`src/rtl/core/f32as_pkg.sv`:
```
package f32as_pkg;
  localparam int SigW  = 24;
  localparam int ExpW  = 8;
  localparam int MaxShift = 23;
  localparam logic [ExpW-1:0] ExpMax = 8'hFF;

  // leading-zero count of a 24-bit significand
  function automatic logic [4:0] lzc24(input logic [SigW-1:0] v);
    logic [4:0] n;
    logic       hit;
    n = 5'd0;
    hit = 1'b0;
    for (int i = SigW - 1; i >= 0; i--) begin
      if (!hit && v[i]) begin
        hit = 1'b1;
        n = 5'(SigW - 1 - i);
      end
    end
    return n;
  endfunction
endpackage

```
`src/rtl/core/f32as_align.sv`:
```
module f32as_align (
  input  logic        clk,
  input  logic        rst,
  input  logic        in_vld,
  input  logic        mode,
  input  logic [31:0] operand_a,
  input  logic [31:0] operand_b,
  output logic        out_vld,
  output logic        far,
  output logic [31:0] far_word,
  output logic        eff_sub,
  output logic        s_big,
  output logic        s_sml,
  output logic [7:0]  e_big,
  output logic [23:0] m_big,
  output logic [23:0] m_sml
);
  import f32as_pkg::*;
  logic       sb, ge;
  logic [7:0] ea, eb, d;
  logic [23:0] ma, mb, msml_raw;

  always_comb begin
    ea = operand_a[30:23];
    eb = operand_b[30:23];
    ma = (ea != 8'd0) ? {1'b1, operand_a[22:0]} : 24'd0;
    mb = (eb != 8'd0) ? {1'b1, operand_b[22:0]} : 24'd0;
    sb = operand_b[31] ^ (mode & (eb != 8'd0));
    ge = ea >= eb;
    d  = ge ? ea - eb : eb - ea;
    msml_raw = ge ? mb : ma;
  end

  always_ff @(posedge clk) begin
    if (rst) out_vld <= 1'b0;
    else     out_vld <= in_vld;
    far      <= d > 8'(MaxShift);
    far_word <= ge ? {operand_a[31], operand_a[30:0]} : {sb, operand_b[30:0]};
    s_big    <= ge ? operand_a[31] : sb;
    s_sml    <= ge ? sb : operand_a[31];
    eff_sub  <= operand_a[31] != sb;
    e_big    <= ge ? ea : eb;
    m_big    <= ge ? ma : mb;
    m_sml    <= msml_raw >> d[4:0];
  end
endmodule

```
`src/rtl/core/f32as_addsub.sv`:
```
module f32as_addsub (
  input  logic        clk,
  input  logic        rst,
  input  logic        in_vld,
  input  logic        far,
  input  logic [31:0] far_word,
  input  logic        eff_sub,
  input  logic        s_big,
  input  logic        s_sml,
  input  logic [7:0]  e_big,
  input  logic [23:0] m_big,
  input  logic [23:0] m_sml,
  output logic        out_vld,
  output logic        far_q,
  output logic [31:0] far_word_q,
  output logic        eff_sub_q,
  output logic        sign,
  output logic [7:0]  e_q,
  output logic [24:0] mag
);
  logic ge;
  assign ge = m_big >= m_sml;
  always_ff @(posedge clk) begin
    if (rst) out_vld <= 1'b0;
    else     out_vld <= in_vld;
    far_q      <= far;
    far_word_q <= far_word;
    eff_sub_q  <= eff_sub;
    e_q        <= e_big;
    if (!eff_sub) begin
      sign <= s_big;
      mag  <= {1'b0, m_big} + {1'b0, m_sml};
    end else begin
      sign <= ge ? s_big : s_sml;
      mag  <= ge ? {1'b0, m_big - m_sml} : {1'b0, m_sml - m_big};
    end
  end
endmodule

```
`src/rtl/core/f32as_norm.sv`:
```
module f32as_norm (
  input  logic        clk,
  input  logic        rst,
  input  logic        in_vld,
  input  logic        far,
  input  logic [31:0] far_word,
  input  logic        eff_sub,
  input  logic        sign,
  input  logic [7:0]  e_in,
  input  logic [24:0] mag,
  output logic        out_vld,
  output logic [31:0] result_bits,
  output logic        overflowed
);
  import f32as_pkg::*;
  logic [4:0]  lz;
  logic [9:0]  e_sub;
  logic [8:0]  e_inc;
  logic [23:0] m_norm;
  logic [31:0] res;
  logic        ovf;

  always_comb begin
    lz     = lzc24(mag[23:0]);
    m_norm = mag[23:0] << lz;
    e_sub  = {2'b00, e_in} - {5'd0, lz};
    e_inc  = {1'b0, e_in} + 9'd1;
    ovf    = 1'b0;
    if (far) begin
      res = far_word;
    end else if (mag == 25'd0) begin
      res = 32'd0;
    end else if (!eff_sub) begin
      if (mag[24]) begin
        if (e_inc >= {1'b0, ExpMax}) begin
          res = {sign, ExpMax, 23'd0};
          ovf = 1'b1;
        end else begin
          res = {sign, e_inc[7:0], mag[23:1]};
        end
      end else begin
        res = {sign, e_in, mag[22:0]};
      end
    end else if (e_sub[9] || e_sub == 10'd0) begin
      res = 32'd0;
    end else begin
      res = {sign, e_sub[7:0], m_norm[22:0]};
    end
  end

  always_ff @(posedge clk) begin
    if (rst) out_vld <= 1'b0;
    else     out_vld <= in_vld;
    result_bits <= res;
    overflowed  <= ovf;
  end
endmodule

```
`src/rtl/core/float32_add_sub_core.sv`:
```
// channel | handshake            | fields
// input   | start (busy always 0)| mode, operand_a, operand_b
// result  | done strobe, 1 cycle | result_bits, overflowed
// Three registered stages: align, add/subtract, normalize; one word per cycle.
// The shift, the 25-bit add and the leading-zero count each fill one stage.
// Reset (rst, synchronous) clears the stage valid bits only.
// The receiver cannot stall, so the pipe never holds and busy stays low.
module float32_add_sub_core (
  input  logic        clk,
  input  logic        rst,
  input  logic        start,
  output logic        busy,
  input  logic        mode,
  input  logic [31:0] operand_a,
  input  logic [31:0] operand_b,
  output logic        done,
  output logic [31:0] result_bits,
  output logic        overflowed
);
  logic        v1, far1, es1, sb1, ss1;
  logic [31:0] fw1;
  logic [7:0]  eb1;
  logic [23:0] mb1, ms1;
  logic        v2, far2, es2, sg2;
  logic [31:0] fw2;
  logic [7:0]  e2;
  logic [24:0] mag2;

  // never hold off a word: every stage advances each cycle
  assign busy = 1'b0;

  // stage 1: swap by exponent, flip b for subtract, align the smaller one
  f32as_align u_align (
    .clk, .rst, .in_vld(start), .mode, .operand_a, .operand_b,
    .out_vld(v1), .far(far1), .far_word(fw1), .eff_sub(es1),
    .s_big(sb1), .s_sml(ss1), .e_big(eb1), .m_big(mb1), .m_sml(ms1)
  );

  // stage 2: sign-magnitude add or subtract
  f32as_addsub u_addsub (
    .clk, .rst, .in_vld(v1), .far(far1), .far_word(fw1), .eff_sub(es1),
    .s_big(sb1), .s_sml(ss1), .e_big(eb1), .m_big(mb1), .m_sml(ms1),
    .out_vld(v2), .far_q(far2), .far_word_q(fw2), .eff_sub_q(es2),
    .sign(sg2), .e_q(e2), .mag(mag2)
  );

  // stage 3: normalize, pick special cases, register the result word
  f32as_norm u_norm (
    .clk, .rst, .in_vld(v2), .far(far2), .far_word(fw2), .eff_sub(es2),
    .sign(sg2), .e_in(e2), .mag(mag2),
    .out_vld(done), .result_bits, .overflowed
  );
endmodule

```
`config.mk`:
```
export PLATFORM = sky130hd
export DESIGN_NAME = float32_add_sub_core
export DESIGN_NICKNAME = d
export VERILOG_FILES = /design/src/rtl/core/f32as_pkg.sv /design/src/rtl/core/f32as_align.sv /design/src/rtl/core/f32as_addsub.sv /design/src/rtl/core/f32as_norm.sv /design/src/rtl/core/float32_add_sub_core.sv
export SDC_FILE = /design/constraint.sdc
export NUM_CORES = 1
export LEC_CHECK = 0
export ABC_AREA = 0
export BUFFER_PORTS_ARGS = -buffer_cell sky130_fd_sc_hd__clkbuf_2
export CELL_PAD_IN_SITES_DETAIL_PLACEMENT = 0
export CELL_PAD_IN_SITES_GLOBAL_PLACEMENT = 2
export CORE_ASPECT_RATIO = 0.6
export CORE_MARGIN = 8
export CORE_UTILIZATION = 37
export CTS_BUF_LIST = sky130_fd_sc_hd__clkbuf_8
export DETAILED_ROUTE_END_ITERATION = 6
export PLACE_DENSITY_LB_ADDON = 0.05
export SLEW_MARGIN = 15
export SYNTH_ARGS = -nofsm -noshare
export SYNTH_HDL_FRONTEND = slang
export SYNTH_SLANG_ARGS = --single-unit
```
`constraint.sdc`:
```
create_clock -name clk -period 6.54 [get_ports clk]
set_clock_uncertainty 0.1 [all_clocks]
set_input_delay 0.981 -clock clk [delete_from_list [all_inputs] [get_ports clk]]
set_output_delay 0.981 -clock clk [all_outputs]
set_load 0.02 [all_outputs]
```
==> results of run 1 <==
[path summary, 6_finish.rpt]
kind | start | end | slack, ns | depth (start not counted)
min | u_align.far_word[6]$_DFF_P_ | u_addsub.far_word_q[6]$_DFF_P_ | 0.23 | 0
max | u_addsub.mag[22]$_DFF_P_ | u_norm.result_bits[29]$_DFF_P_ | 0.98 | 18
max reg2reg | u_addsub.mag[22]$_DFF_P_ | u_norm.result_bits[29]$_DFF_P_ | 0.98 | 18
min reg2reg | u_align.far_word[6]$_DFF_P_ | u_addsub.far_word_q[6]$_DFF_P_ | 0.23 | 0
[state kept, by name (all words and copies together), names as in the netlist, 24 cells and up]
| name | flops |
|---|---|
| u_align.far_word | 32 |
| u_addsub.far_word_q | 32 |
| u_addsub.mag | 25 |
| u_align.m_big | 24 |
| u_norm.result_bits | 32 |
| u_align.m_sml | 24 |
[critical path, delay by kind of cell, from the launching register on]
family,cells,cell delay [ns]
adders and majority gates,2,0.42
and+or+nand+nor,6,1.96
AOI/OAI and AO/OA,8,2.04
DFF,1,0.39
buffers and inverters,2,0.51
[cells in the final DEF, fill, tap and decap left out, types with 12 or more instances in the layout]
| master | n |
|---|---|
| inv_1 | 112 |
| nand2b_1 | 12 |
| nor2b_1 | 14 |
| a211oi_1 | 16 |
| buf_4 | 25 |
| a211o_1 | 16 |
| o21a_1 | 19 |
| and3_1 | 18 |
| dfxtp_1 | 179 |
| a21oi_1 | 136 |
| nor4_1 | 13 |
| nand3_1 | 41 |
| nor3_1 | 43 |
| xnor2_1 | 19 |
| o221ai_1 | 18 |
| or3_1 | 12 |
| and2_1 | 14 |
| clkbuf_2 | 101 |
| nand4_1 | 23 |
| clkbuf_8 | 18 |
| a31oi_1 | 27 |
| ha_1 | 94 |
| o211ai_1 | 22 |
| a21o_1 | 21 |
| nand2_1 | 201 |
| o21ai_0 | 110 |
| a22o_1 | 25 |
| o21bai_1 | 12 |
| mux2_2 | 25 |
| mux2i_1 | 62 |
| o31ai_1 | 13 |
| nor2_1 | 129 |
[metal layers]
metal / global-route usage (%) / routed length, um / vias up
li1: - / - / 6296
met1: 42.8 / 29000 / 6545
met2: 34.4 / 21700 / 740
met3: 4.21 / 5360 / 28
met4: 3.32 / 448 / 0
met5: 0 / 0 / -
[power groups by stage]
stage,clock network [mW],registers (mW),logic [mW]
floorplan,0,1.62,2.61
global placement,0,1.77,3.87
detailed placement,0,1.77,3.78
CTS,0.741,1.75,3.80
global route,0.793,1.80,4.18
finish,0.730,1.76,3.91
[layout make-up]
type,count,share of cell area [%]
Sequential cell,179,24.6
Tap cell,476,4.09
Inverter,111,2.89
Antenna cell,1,0.0172
Clock buffer,18,1.70
Multi-Input combinational cell,1323,61.2
Timing Repair Buffer,126,4.76
Clock inverter,14,0.798
[metrics by stage]
step                      utilization, %  area [um^2]  cells
after global routing                40.5        14600   2247
after CTS                           40.5        14600   2247
final                               40.5        14600   2248
after global placement              39.5        14200   2215
after detailed placement            39.5        14200   2215
after floorplan                        -        13400   1731
[logic make-up (layout without fill, tap and decap cells)]
group	Yosys count	in the layout	synth area share, %
AO/OA/AOI/OAI	538	538	26.8
multiplexers	95	95	8.09
AND/OR/NAND/NOR	558	558	19.8
flip-flops	179	179	26.8
adder cells (fa/ha/maj)	100	100	9.69
buffers and inverters	229	269	6.74
XOR/XNOR	31	31	2.03
other	1	2	0.0280
==> qor.yml, run 1 <==
clock_network:
  ctsResizeCount: 0
  cts-root-buf: "clkbuf_8"
  cts_setup_buffers: 0
  cts-buffers-inserted: 17
  cts.sinks: 179
  clockBufferDepth: 2
  cts.hold.buffers_added: 0
  htree_levels: 4
  clkTransAtPathRegs_ns: 0.10
  clock_latency_ns: 0.47
  tritoncts: "yes"
finish:
  nFillCells: 3733
  multiInputGateArea_mm2: 0.00891
  fin_nets: 1926
  area_delta_synth_final_pct: 8.97
  area.sequential_mm2: 0.00358
  drive_above_1_share_pct: 12.3
logic_synthesis:
  ys.flop_type: "dfxtp_1"
  ys_types: 87
  netlist.top_cell.by_area: "dfxtp_1"
  ys_async_sr_fraction_pct: 0
  synth.most_common_cell: "nand2_1"
  yosysTopAreaCellShare_pct: 26.8
  synth_fp_nets: 1899
  synthTopCellsByCount: "nand2_1, dfxtp_1, a21oi_1, nor2_1, o21ai_0"
  synth.ff_latch_count: 179
  synth-seq-area-share_pct: 26.8
  synth_area_leaders: "dfxtp_1, ha_1, nand2_1, a21oi_1, mux2i_1"
  synth_edf_count: 0
  synth_area_mm2: 0.0134
  yosys_warnings: 0
  syn_inst: 1731
  postSynthAreaPerCell_um2: 7.73
worst_setup_path:
  worstPathArrival_ns: 5.81
  timing_worst_setup_path_type: "flop to flop"
  cp_data_required_time_ns: 6.79
  crit_chain: "nor4_2, nand4_1, nor3_1, o21a_1, nor2_4, inv_6, ha_1, fa_1, nor2b_1, o21a_1, o21ai_0, nor3b_1, a32oi_1, o31ai_1, buf_4, a221oi_1, o21ai_0, o31ai_1"
  path_max_fanout: 18
  cp-end-kind: "flop"
  crit_path_start_kind: "flop"
  critPathSlowestCell: "o31ai_1"
  cpPeakStageDelay_ns: 0.72
power_and_ir_drop:
  p_int_mw: 3.04
  p_clk_share_pct: 11.4
  comb_power_share_pct: 61.1
  p_seq_share_pct: 27.5
  p_leak_nw: 6.36
  pwr_density_cell_mw_per_mm2: 439
  power.switching_mw: 3.36
  finalPower_mw: 6.40
  switching_share_pct: 52.5
  peakVddDrop_mv: 0.159
timing:
  finalSetupViolations: 0
  finalHoldViolCount: 0
  rsz0062_at_grt: "false"
  tightest_slew_ns: 1.12
  worst_slack_ns: 0.982
  slew_headroom_pct: 25.4
  period_minus_slack_ns: 5.56
  hold_ws_ns: 0.231
  fin_tns_setup_ns: 0
  fmax_mhz: 180
  slew_violations: 0
  period_share_pct: 85.0
hold_path:
  hp-class: "flop to flop"
route:
  routed_wl_mm: 56.5
  vias: 13600
  drc: 0
  drtIter0Drc: 1708
  first_pass_iters: 6
  viasPerCell: 6.05
  wl_per_cell_um: 25.1
  ant_nets: 0
die:
  fp.dieW_um: 261
  io_pins: 103
  die_y_um: 163
  start_util_pct: 37.2
  die_area_mm2: 0.0427
  row_count: 54
  core_mm2: 0.0359
place:
  numPortBuffers: 101
  place.gp.congestion: 0.921
  dp_worst_setup_slack_ns: 1.16
  dp_hpwl_mm: 44.7
grt:
  grt_antenna_before_repair: 2
  grt_max_degree: 46
  grt.overflow.total: 0
  grt_pass1_vias: 12400
  grt_pass1_wl_mm: 83.4
  track_usage_pct: 25.9
outcome:
  outcome: "finished, final reports clean"
flow_run:
  maxCapViolations: 0
Power figures use the tool's default switching activity.
==> inputs of run 2 (changes only) <==
CORE_UTILIZATION = 34   (was 37)
clock period = 4.7 ns   (was 6.54 ns; I/O delays follow)
==> qor.yml, run 2 (synthesized netlist as in run 1, its figures left out) <==
outcome:
  outcome: "finished, final reports clean"  # unchanged
power_and_ir_drop:
  finalPower_mw: 9.27  # was 6.40 mW
  peakVddDrop_mv: 0.269  # was 0.159 mV
  p_leak_nw: 6.66  # was 6.36 nW
  pwr_density_cell_mw_per_mm2: 612  # was 439 mW/mm^2
worst_setup_path:
  cp-endpoint: "u_norm.result_bits[9]$_DFF_P_"  # was u_norm.result_bits[29]$_DFF_P_
  r2r_cells: 18  # unchanged
  cpPeakStageDelay_ns: 0.43  # was 0.72 ns
  crit_chain: "nor4_4, nand4_1, buf_4, nor3_1, o21a_1, nor2_4, inv_6, ha_1, fa_1, nor2b_1, o21a_1, or3_1, a211oi_1, a32oi_2, nor2_1, nor2_1, a221o_1, a22o_1"  # was nor4_2, nand4_1, nor3_1, o21a_1, nor2_4, inv_6, ha_1, fa_1, nor2b_1, o21a_1, o21ai_0, nor3b_1, a32oi_1, o31ai_1, buf_4, a221oi_1, o21ai_0, o31ai_1
  r2r-start: "u_addsub.mag[19]$_DFF_P_"  # was u_addsub.mag[22]$_DFF_P_
  cp-end-kind: "flop"  # unchanged
  cp_data_required_time_ns: 4.99  # was 6.79 ns
  reg2reg_setup_slack_ns: 0.27  # was 0.98 ns
  worstPathArrival_ns: 4.73  # was 5.81 ns
  worstSetupStartpoint: "u_addsub.mag[19]$_DFF_P_"  # was u_addsub.mag[22]$_DFF_P_
  path_max_fanout: 7  # was 18
  crit_path_start_kind: "flop"  # unchanged
  critPathSlowestCell: "nor4_4"  # was o31ai_1
  timing_worst_setup_path_type: "flop to flop"  # unchanged
  worst_r2r_endpoint: "u_norm.result_bits[9]$_DFF_P_"  # was u_norm.result_bits[29]$_DFF_P_
place:
  dp_hpwl_mm: 47.5  # was 44.7 mm
  post_dp_cell_area_mm2: 0.0147  # was 0.0142 mm^2
  place.gp.congestion: 0.927  # was 0.921
  numPortBuffers: 101  # unchanged
  dp_worst_setup_slack_ns: 0.201  # was 1.16 ns
clock_network:
  cts-root-buf: "clkbuf_8"  # unchanged
  clock_latency_ns: 0.48  # was 0.47 ns
  clockBufferDepth: 2  # unchanged
  tritoncts: "yes"  # unchanged
  cts-buffers-inserted: 17  # unchanged
  cts.sinks: 179  # unchanged
  clkTransAtPathRegs_ns: 0.12  # was 0.10 ns
  cts.hold.buffers_added: 0  # unchanged
  htree_levels: 4  # unchanged
finish:
  final_common_cell: "nand2_1"  # unchanged
  top_regs: "u_addsub.far_word_q (32), u_align.far_word (32), u_norm.result_bits (32)"  # unchanged
  nFillCells: 4167  # was 3733
  area_delta_synth_final_pct: 13.3  # was 8.97%
  most-common-layout-cells: "nand2_1, dfxtp_1, a21oi_1"  # unchanged
  drive_above_1_share_pct: 15.5  # was 12.3%
  final_area_mm2: 0.0152  # was 0.0146 mm^2
  area.sequential_mm2: 0.00359  # was 0.00358 mm^2
  multiInputGateArea_mm2: 0.00893  # was 0.00891 mm^2
  fin_nets: 1980  # was 1926
route:
  wl_per_cell_um: 25.3  # was 25.1 um
  viasPerCell: 5.85  # was 6.05
  ant_nets: 0  # unchanged
  drtIter0Drc: 1662  # was 1708
  vias: 13700  # was 13600
  first_pass_iters: 5  # was 6
  drc: 0  # unchanged
  routed_wl_mm: 59.3  # was 56.5 mm
grt:
  grt_pass1_vias: 12600  # was 12400
  track_usage_pct: 24.8  # was 25.9%
  grt.overflow.total: 0  # unchanged
  grt_pass1_wl_mm: 86.6  # was 83.4 mm
  grt_antenna_before_repair: 2  # unchanged
  grt_max_degree: 45  # was 46
hold_path:
  hp-class: "flop to flop"  # unchanged
timing:
  finalHoldViolCount: 0  # unchanged
  slew_violations: 0  # unchanged
  fmax_mhz: 225  # was 180 MHz
  hold_ws_ns: 0.234  # was 0.231 ns
  tightest_slew_ns: 0.963  # was 1.12 ns
  worst_slack_ns: 0.265  # was 0.982 ns
  rsz0062_at_grt: "false"  # unchanged
  slew_headroom_pct: 35.5  # was 25.4%
  period_minus_slack_ns: 4.43  # was 5.56 ns
  fin_tns_setup_ns: 0  # unchanged
  finalSetupViolations: 0  # unchanged
  period_share_pct: 94.4  # was 85.0%
die:
  start_util_pct: 34.3  # was 37.2%
  die_y_um: 170  # was 163 um
  io_pins: 103  # unchanged
  row_count: 56  # was 54
  core_mm2: 0.0390  # was 0.0359 mm^2
  fp.dieW_um: 272  # was 261 um
  die_area_mm2: 0.0462  # was 0.0427 mm^2
flow_run:
  maxCapViolations: 0  # unchanged
[run 2: cell count changes in the layout (fill, tap and decap cells not counted), moves of 3 or more]
cell,delta
inv_8,+5
clkinv_8,+6
inv_1,-4
buf_4,+51
buf_12,+3
[run 2: metal layers]
layer / GRT usage (%) / wire (um) / up-vias
met5: 0 / 0 / -
met4: 3.07 / 401 / 0
met3: 4.26 / 4410 / 27
met2: 32.9 / 23000 / 550
met1: 40.7 / 31500 / 6734
li1: - / - / 6419
[run 2: power by group]
group          internal, mW  total [mW]  switching, mW
sequential             1.92        2.42          0.499
clock                 0.410        1.10          0.688
combinational          2.07        5.75           3.68
total                  4.40        9.27           4.87
[run 2: area by class of cell]
| class | instances | share of cell area, % |
|---|---|---|
| antenna | 1 | 0.0165 |
| clock buffer | 17 | 1.54 |
| timing repair buffer | 180 | 7.50 |
| tap | 522 | 4.31 |
| clock inverter | 15 | 1.21 |
| inverter | 111 | 2.78 |
| sequential | 179 | 23.7 |
| multi-input combinational | 1323 | 59.0 |
[run 2: how the worst min path moves through the flow]
stage,start,endpoint,slack [ns],cells past startpoint
floorplan,u_align.far$_DFF_P_,u_addsub.far_q$_DFF_P_,0.21,0
global placement,u_align.far_word[30]$_DFF_P_,u_addsub.far_word_q[30]$_DFF_P_,0.21,0
detailed placement,u_align.far_word[0]$_DFF_P_,u_addsub.far_word_q[0]$_DFF_P_,0.21,0
CTS,u_align.far_word[0]$_DFF_P_,u_addsub.far_word_q[0]$_DFF_P_,0.23,0
global route,u_align.far_word[23]$_DFF_P_,u_addsub.far_word_q[23]$_DFF_P_,0.24,0
finish,u_align.far_word[26]$_DFF_P_,u_addsub.far_word_q[26]$_DFF_P_,0.23,0
[run 2: worst max-delay path: cells and delay by family, from the launching register on]
family,cells,cell delay [ns]
AO/OA/AOI/OAI,6,1.46
adder cells (fa/ha/maj),2,0.35
buffers and inverters,2,0.27
flip-flops,1,0.41
AND/OR/NAND/NOR,8,1.73
[run 2: repair_timing]
| action | CTS | global route |
|---|---|---|
| endpoints found under the setup margin | 0 | 12 |
| buffers inserted | 0 | 3 |
| resized for setup | 0 | 8 |
| endpoints found under the hold margin | 0 | 0 |
[run 2: stage by stage]
stage	util, %	cells
final	38.9	2348
after global routing	38.9	2347
after CTS	38.8	2344
after detailed placement	37.7	2312
after global placement	37.7	2312
after floorplan	-	1731
